File: src/rtl/core/bjdt_pkg.sv
// Shared types, constants and helpers for the batched job dispatch table.
// Used by bjdt_ctrl, bjdt_dp and batched_job_dispatch_table_unit.
`timescale 1ns / 1ps
`default_nettype none
package bjdt_pkg;

	localparam int MAX_JOBS    = 64;
	localparam int MAX_BATCHES = 64;
	localparam int JIW         = $clog2(MAX_JOBS);
	localparam int BIW         = $clog2(MAX_BATCHES);
	localparam int CNT_W       = 7;

	localparam logic [1:0] FUNC_ADD    = 2'd0;
	localparam logic [1:0] FUNC_NEXT   = 2'd1;
	localparam logic [1:0] FUNC_CLEAR  = 2'd2;
	localparam logic [1:0] FUNC_UNUSED = 2'd3;

	localparam logic [1:0] ST_OK       = 2'd0;
	localparam logic [1:0] ST_NOPEND   = 2'd1;
	localparam logic [1:0] ST_FULL     = 2'd2;
	localparam logic [1:0] ST_NOTFOUND = 2'd3;

	typedef struct packed {
		logic [1:0]  func;
		logic [63:0] job_entry;
		logic [63:0] job_arg;
		logic        last_of_batch;
		logic [31:0] job_id;
	} in_item_t;

	typedef struct packed {
		logic [1:0]       status;
		logic [31:0]      issued_id;
		logic [63:0]      issued_entry;
		logic [63:0]      issued_arg;
		logic [31:0]      done_batch;
		logic             has_work;
		logic [CNT_W-1:0] jobs_num;
		logic [CNT_W-1:0] batches_num;
	} out_item_t;

	// controller -> datapath
	typedef struct packed {
		logic take;
		logic find;
		logic pick;
		logic bfind;
		logic bapply;
		logic load;
	} cmd_t;

	// datapath -> controller
	typedef struct packed {
		logic [1:0] func;
		logic       jfound;
		logic       out_free;
	} stat_t;

	function automatic logic [31:0] bump_id(input logic [31:0] c);
		logic [31:0] n;
		n = c + 32'd1;
		return (n == 32'd0) ? 32'd1 : n;
	endfunction

	function automatic logic [JIW-1:0] first_job(input logic [MAX_JOBS-1:0] v);
		logic [JIW-1:0] r;
		r = '0;
		for (int k = MAX_JOBS - 1; k >= 0; k--) begin
			if (v[k]) r = JIW'(k);
		end
		return r;
	endfunction

	function automatic logic [BIW-1:0] first_bat(input logic [MAX_BATCHES-1:0] v);
		logic [BIW-1:0] r;
		r = '0;
		for (int k = MAX_BATCHES - 1; k >= 0; k--) begin
			if (v[k]) r = BIW'(k);
		end
		return r;
	endfunction

endpackage
`default_nettype wire

File: src/rtl/core/bjdt_ctrl.sv
// Sequencing state machine for the job dispatch table.
// Depends on bjdt_pkg; drives bjdt_dp through cmd_t, reads stat_t.
`timescale 1ns / 1ps
`default_nettype none
module bjdt_ctrl (
	input  wire logic            clk,
	input  wire logic            arst_n,
	input  wire logic            in_valid,
	output logic                 in_stall,
	input  wire bjdt_pkg::stat_t st,
	output bjdt_pkg::cmd_t       cmd
);

	localparam logic [2:0] S_IDLE   = 3'd0;
	localparam logic [2:0] S_FIND   = 3'd1;
	localparam logic [2:0] S_PICK   = 3'd2;
	localparam logic [2:0] S_BFIND  = 3'd3;
	localparam logic [2:0] S_BAPPLY = 3'd4;
	localparam logic [2:0] S_DONE   = 3'd5;

	logic [2:0] state_q, state_d;

	always_comb begin
		state_d = state_q;
		cmd     = '0;
		unique case (state_q)
			S_IDLE: begin
				cmd.take = in_valid;
				if (in_valid) state_d = S_FIND;
			end
			S_FIND: begin
				cmd.find = 1'b1;
				if (st.func == bjdt_pkg::FUNC_NEXT || st.func == bjdt_pkg::FUNC_CLEAR)
					state_d = S_PICK;
				else
					state_d = S_DONE;
			end
			S_PICK: begin
				cmd.pick = 1'b1;
				if (st.func == bjdt_pkg::FUNC_CLEAR && st.jfound) state_d = S_BFIND;
				else state_d = S_DONE;
			end
			S_BFIND: begin
				cmd.bfind = 1'b1;
				state_d   = S_BAPPLY;
			end
			S_BAPPLY: begin
				cmd.bapply = 1'b1;
				state_d    = S_DONE;
			end
			S_DONE: begin
				cmd.load = st.out_free;
				if (st.out_free) state_d = S_IDLE;
			end
			default: state_d = S_IDLE;
		endcase
	end

	always_ff @(posedge clk or negedge arst_n) begin
		if (!arst_n) state_q <= S_IDLE;
		else state_q <= state_d;
	end

	assign in_stall = (state_q != S_IDLE);

	a_one_cmd: assert property (@(posedge clk) disable iff (!arst_n)
		$onehot0({cmd.take, cmd.find, cmd.pick, cmd.bfind, cmd.bapply, cmd.load}))
		else $error("more than one command at once");
	a_take_then_find: assert property (@(posedge clk) disable iff (!arst_n)
		cmd.take |=> state_q == S_FIND)
		else $error("accepted item not searched");
	a_bfind_then_apply: assert property (@(posedge clk) disable iff (!arst_n)
		cmd.bfind |=> cmd.bapply)
		else $error("batch search not applied");

endmodule
`default_nettype wire

File: config.mk
export PLATFORM = sky130hd
export DESIGN_NAME = bjdt_ctrl
export DESIGN_NICKNAME = d
export VERILOG_FILES = /design/src/rtl/core/bjdt_pkg.sv /design/src/rtl/core/bjdt_ctrl.sv
export SDC_FILE = /design/constraint.sdc
export NUM_CORES = 1
export LEC_CHECK = 0
export ABC_AREA = 1
export BUFFER_PORTS_ARGS = -buffer_cell sky130_fd_sc_hd__buf_2
export CAP_MARGIN = 25
export CELL_PAD_IN_SITES_DETAIL_PLACEMENT = 1
export CELL_PAD_IN_SITES_GLOBAL_PLACEMENT = 1
export CORE_AREA = 2 2 39 41
export DETAILED_ROUTE_END_ITERATION = 7
export DIE_AREA = 0 0 41 43
export HOLD_SLACK_MARGIN = 0.05
export PLACE_DENSITY_LB_ADDON = 0.1
export SYNTH_ARGS = -nofsm -noshare
export SYNTH_HDL_FRONTEND = slang
export SYNTH_SLANG_ARGS = --single-unit
File: constraint.sdc
create_clock -name clk -period 1.1 [get_ports clk]
set_input_delay 0.11 -clock clk [delete_from_list [all_inputs] [get_ports clk]]
set_output_delay 0.11 -clock clk [all_outputs]
set_load 0.005 [all_outputs]
# [Word-level counts from Yosys, hierarchy flattened]
# Index checks and enable logic that the tools add are counted.
[word_totals] ff_bits=3 wordCells=26 input_bits=7 out_inout_bits=7
[op_classes] n_eq_ne=9 n_reduce_logical=5 n_mux=11
[ops] operator="$pmux W3 S6" n=1
[ops] operator="$mux W3" n=4
[ops] operator="$eq A3 B2 Y1 const B" n=2
[ops] operator="$eq A3 B3 Y1 const B" n=2
[ops] operator="$mux W1" n=6
[ops] operator="$ne A2 B2 Y1 const B" n=2
[ops] operator="$eq A3 B1 Y1 const B" n=1
[ops] operator="$logic_not A3 Y1" n=1
[ops] operator="$reduce_bool A3 Y1" n=1
[ops] operator="$eq A2 B1 Y1 const B" n=1
[ops] operator="$eq A2 B2 Y1 const B" n=1
[ops] operator="$reduce_and A2 Y1" n=1
[ops] operator="$logic_and A1 B1 Y1" n=1
[ops] operator="$logic_or A1 B1 Y1" n=1

# [Depth between registers and ports, before layout]
# Gate-level depths: netlist (run 1).
[logic_depth] ltp_word=4 depth_mapped=5 ltp_nobuf=5

# [Least setup slack after synthesis (run 1)]
# OpenSTA, ideal clock, no wires.
[synth_timing] path_type="register -> register" start="register state_q[0]" end="register state_q[1]" n_path_buf=1 t_required_ns=1.017 t_arrival_ns=0.866 stages_incl_launch_ff=5 setup_ns=0.083 synth_period_minus_slack_ns=0.949 path_slack_ns=0.151 cell_sequence="dfrtp_1 buf_6 nor3_2 nand3_1 o21ai_0"
[synth_via] elab_chain_cells=3 word_cells_on_any_way=10 classes_between="eq/ne: 7; mux: 1; reduce/logical: 2"
[synth_lines] element="from (decl)" line_no="bjdt_ctrl.sv:21" rtl="logic [2:0] state_q, state_d;"
[synth_lines] element="from (signal assigned)" line_no="bjdt_ctrl.sv:61" rtl="else state_q <= state_d;"
[synth_lines] element="$eq A3 B3 Y1 or $logic_not A3 Y1 (tied branches)" line_no="bjdt_ctrl.sv:26" rtl="unique case (state_q)"
[synth_lines] element="$ne A2 B2 Y1 (no line)"
[synth_lines] element="$reduce_and A2 Y1 (no line)"
# Several ways; a longest one is shown, not always the timed one.
# A chain may end at the register's enable or synchronous reset.

==> run metrics, run 1 <==
Inst Count DP 63; final hold vios 0; Final ANT Viol Nets 0; Worst setup EP type output port; Starting Density 18.4%; dpl ws 34.2 ps; area grow syn2layout 78.4%; Clock Path Buffers 2; post-synthesis cell type count 15; Util after Layout 32.9%; final setup violating endpoints 7; Pwr Density 2650 nW/um2; post-route design area 455 um2; arrival time of the worst setup path 1110 ps; status complete, but fails checks; number of synthesized register bits 3; DRT iter0 DRCs 0; Sequential Area 78.8 um2; DR vias 316; GPL Wtd Cong 0.695; die area 1760 um2; Worst slew margin 84.5%; worst skew pair latency 230 ps; commonest non-fill, non-tap cell in the layout buf_2; ANT cells 0; largest reg by FF count state_q; Vias/cell 4.33; fill count 178; DRC Markers 0; Min-Delay Path Class input port to flip-flop; max reg flops 3; Mapped Area 255 um2; vias in the first global route 284; syn_nets 43; area post-placement 329 um2; sequential area share after synthesis 29.4%; Ports 14; largest net degree at the start of global routing 7; core area 1380 um2; Mean Syn Cell Area 7.29 um2; most frequent cells in the layout buf_2, inv_1; Achievable Freq 818 MHz; Post-Route WL 777 um; area of the multi-input gates 168 um2; H-tree depth 1; root buf cell clkbuf_4; Worst Path Required 990 ps; final net count 66; synth warn 0; setup TNS -596 ps; hold_ws 165 ps; DR pass1 iterations 1; clk sinks 3; Site Rows 14; failing checks negative setup slack; synthesized instance count 35; maxcap violations 0; CP Launch Type flip-flop; Die W 41 um; Bufs and invs on worst path 2; Power Total 1.21 mW; VDD IR max 0.975 mV; Tmin final 1220 ps; total CTS buffers 3; initial antenna violation count 0; fin crit share 111%; worst-path cell chain buf_6, nand3_2, nor2_1, buf_2; fin. max-slew vios 0; overall routing resource usage 9.99%; share of cells above drive strength 1 61.4%; Clock transition at path regs 30 ps; clk_skew 3.27 ps; CP delay by family, top flip-flops; TritonCTS clock tree built; worst setup margin -123 ps; first-pass GRT wire length 1.14 mm; HPWL Detailed 579 um; biggest regs state_q (3); Crit Path Category flip-flop to output port; worst-margin pin slew 233 ps; WL/cell 10.6 um; RSZ-0062 raised after global routing yes; CP peak stage delay 490 ps; slowest cell on the critical path dfrtp_2; Worst Path Max Fanout 6; Final Non-Filler Cells 73; Port Buf Inserts 13; Leak 0.237 nW; Die H 43 um; GR Overflow Total 0
==> synth_stat cells <==
library cell  number  area (um2)
buf_6              1        11.3
nand4_1            2        12.5
o21bai_1           1        7.51
nor2_1             4        15.0
nand2_1            4        15.0
o21ai_0            2        10.0
dfrtp_1            3        75.1
nand3_1            4        20.0
ha_1               1        12.5
inv_2              3        11.3
clkinv_1           1        3.75
nand3_2            1        10.0
nor3_2             3        30.0
a31oi_1            1        6.26
inv_1              4        15.0
==> report_power, final <==
part	internal, mW	total [mW]	leakage (nW)	switching [mW]
logic	0.365	0.693	0.188	0.328
registers	0.173	0.323	0.0338	0.150
clock network	0.136	0.191	0.0150	0.0549
total	0.673	1.21	0.237	0.533
==> final timing paths <==
path	from	end	slack, ps	cells past startpoint
max in group asynchronous	arst_n	state_q[1]	770	2
worst min register to register	state_q[1]	state_q[1]	700	3
min in group asynchronous	arst_n	state_q[2]	210	2
worst max register to register	state_q[0]	state_q[0]	0	4
worst max-delay path	state_q[0]	cmd[0]	-120	4
worst min-delay path	st[1]	state_q[1]	170	3
==> logic make-up (layout without fill, tap and decap cells) <==
| logic type | after synthesis | in the layout | share of synthesized area, % |
|---|---|---|---|
| AO/OA/AOI/OAI | 4 | 4 | 9.32 |
| adder cells (fa/ha/maj) | 1 | 1 | 4.90 |
| buffers and inverters | 9 | 31 | 16.2 |
| flip-flops | 3 | 3 | 29.4 |
| AND/OR/NAND/NOR | 18 | 18 | 40.2 |
==> worst reg2reg max path: stages, from the launching register on <==
cell	delay (ps)
dfrtp_2	480
buf_6	160
nand4_1	140
inv_1	50
o21bai_1	150
==> routing by layer <==
metal	GRT usage [%]	part of all wire [%]	up-vias
met5	0	0	-
met4	4.00	0	0
met3	4.71	4.6	0
met2	15.9	56	7
met1	10.8	40	149
li1	-	-	160
==> cell type report <==
class / instances / share of cell area [%]
flip-flops and latches: 3 / 17.3
multi-input cells: 23 / 36.8
repair buffers: 19 / 27.7
inverters: 8 / 7.97
well taps: 16 / 4.40
clock buffers: 4 / 5.77
==> repair_timing <==
action,4_1_cts,5_1_grt
hold buffers,1,0
pin swaps,1,2
endpoints found under the hold margin,3,0
endpoints found under the setup margin,7,9
setup buffers,4,1
resized for setup,6,9
(Power assumes the default switching activity.)
==> inputs of run 2 (changes only) <==
--- a/constraint.sdc
+++ b/constraint.sdc
@@ -3,2 +3,2 @@
 set_output_delay 0.11 -clock clk [all_outputs]
-set_load 0.005 [all_outputs]
+set_load 0.05 [all_outputs]
==> run metrics, run 2 (synthesis results as in run 1) <==
Clock Path Buffers 2 (unchanged); Worst slew margin 85.5% (+1.1 points); Switching Fraction 52.7% (+8.5 points); Net Sw Power 938 uW (+76%); max reg flops 3 (unchanged); Ports 14 (unchanged); overall routing resource usage 11.3% (+1.3 points); worst-path cell chain buf_6, nor3_4, buf_6; Most Frequent Cell on Critical Path buf_6; Clk pwr share 10.8% (-5.0 points); fin crit share 119% (+7.9 points); Comb power frac 72.0% (+15 points); Final ANT Viol Nets 0 (unchanged); HPWL Detailed 642 um (+11%); CP peak stage delay 450 ps (-40 ps); most frequent cells in the layout buf_6, buf_2, inv_1; commonest non-fill, non-tap cell in the layout buf_6; CP Launch Type flip-flop; Min-Delay Path Class input port to flip-flop; worst r2r src state_q[0]; Crit Path Category flip-flop to output port; Worst Path Required 990 ps (about the same); DRC Markers 0 (unchanged); Worst Path Max Fanout 4 (-2); Port Buf Inserts 13 (unchanged); total CTS buffers 3 (unchanged); Vias/cell 4.36 (+0.83%); setup TNS -1050 ps (-454 ps); share of cells above drive strength 1 69.0% (+7.6 points); H-tree depth 1 (unchanged); final net count 67 (+1.5%); root buf cell clkbuf_4; initial antenna violation count 0 (unchanged); Worst setup EP type output port; slowest cell on the critical path dfrtp_2; worst-margin pin slew 217 ps (-16.2 ps); Worst Setup SP state_q[1]; final hold vios 0 (unchanged); Clock transition at path regs 40 ps (about the same); die area 1760 um2 (unchanged); Achievable Freq 763 MHz (-6.7%); fin. max-slew vios 0 (unchanged); VDD IR max 1.09 mV (+12%); worst reg2reg path depth 4 (unchanged); final setup violating endpoints 7 (unchanged); Reg2Reg Setup Slack 30 ps (+30 ps); TritonCTS clock tree built; DRT iter0 DRCs 2 (+2); area post-placement 404 um2 (+23%); RSZ-0062 raised after global routing yes; Hold Crit Start st[1]; Pwr Density 3280 nW/um2 (+24%); RR Endpoint state_q[0]; clk_skew 2.99 ps (-0.279 ps); clk sinks 3 (unchanged); status complete, but fails checks; GPL Wtd Cong 0.677 (-2.5%); GR Overflow Total 0 (unchanged); DR vias 323 (+2.2%); Post-Route WL 798 um (+2.7%); DR pass1 iterations 2 (+1); maxcap violations 0 (unchanged); Critical Path Sink cmd[1]; core area 1380 um2 (unchanged); post-route design area 543 um2 (+19%); first-pass GRT wire length 1.32 mm (+16%); dpl ws -55.9 ps (-90.1 ps); failing checks negative setup slack; P_int 843 uW (+25%); Die H 43 um (unchanged); biggest regs state_q (3); area grow syn2layout 113%; hold_ws 139 ps (-26.2 ps); largest reg by FF count state_q; Power Total 1.78 mW (+48%); arrival time of the worst setup path 1200 ps (+90 ps); Reg power frac 17.2% (-9.5 points); vias in the first global route 333 (+17%); WL/cell 10.8 um (+1.3%); Leak 0.259 nW (+9.3%); Tmin final 1310 ps (+87.2 ps); Die W 41 um (unchanged); worst skew pair latency 230 ps (about the same); ANT cells 0 (unchanged); Starting Density 18.4% (unchanged); largest net degree at the start of global routing 7 (unchanged); Site Rows 14 (unchanged); worst setup margin -210 ps (-87.2 ps)
==> run 2: area by class of cell <==
type | count | area, um2
clock buffer | 4 | 26.3
multi-input combinational | 23 | 200
fill | 169 | 841
sequential | 3 | 78.8
tap | 16 | 20.0
inverter | 8 | 35.0
timing repair buffer | 20 | 183
==> run 2: what timing repair did <==
action	in CTS	in global routing
pin swaps	5	5
setup endpoints to repair	9	10
endpoints found under the hold margin	3	0
gates resized for setup	24	5
buffers inserted	1	2
hold buffers	1	0
==> run 2: power groups by stage <==
| stage | registers, mW | logic [mW] | clock network (mW) |
|---|---|---|---|
| after floorplan | 0.240 | 0.815 | 0 |
| after global placement | 0.260 | 1.01 | 0 |
| after detailed placement | 0.263 | 1.02 | 0 |
| after CTS | 0.295 | 1.23 | 0.204 |
| after global routing | 0.316 | 1.38 | 0.213 |
| final | 0.306 | 1.28 | 0.192 |
==> run 2: worst min-delay path by stage <==
| stage | cells after the start | to | slack [ps] |
|---|---|---|---|
| floorplan | 0 | state_q[0] | -190 |
| global placement | 1 | state_q[0] | -90 |
| detailed placement | 1 | state_q[0] | -90 |
| CTS | 3 | state_q[1] | 130 |
| global route | 3 | state_q[1] | 150 |
| finish | 3 | state_q[1] | 140 |
==> run 2: worst max-delay path, delay by kind of cell, from the launching register on <==
| kind | cells | cell delay [ps] |
|---|---|---|
| flip-flops | 1 | 450 |
| AND/OR/NAND/NOR | 1 | 190 |
| buffers and inverters | 2 | 320 |
==> run 2: routing by layer <==
layer | vias to the layer above | track usage, % | wire (um)
met2 | 12 | 16.3 | 436
li1 | 161 | - | -
met5 | - | 0 | 0
met3 | 0 | 3.14 | 64
met4 | 0 | 8.00 | 0
met1 | 150 | 13.7 | 297
==> run 2: metrics by stage <==
stage	instances	util, %
after detailed placement	67	29.2
final	74	39.2
after CTS	72	37.1
after global routing	74	39.2
after floorplan	35	-
after global placement	67	29.2
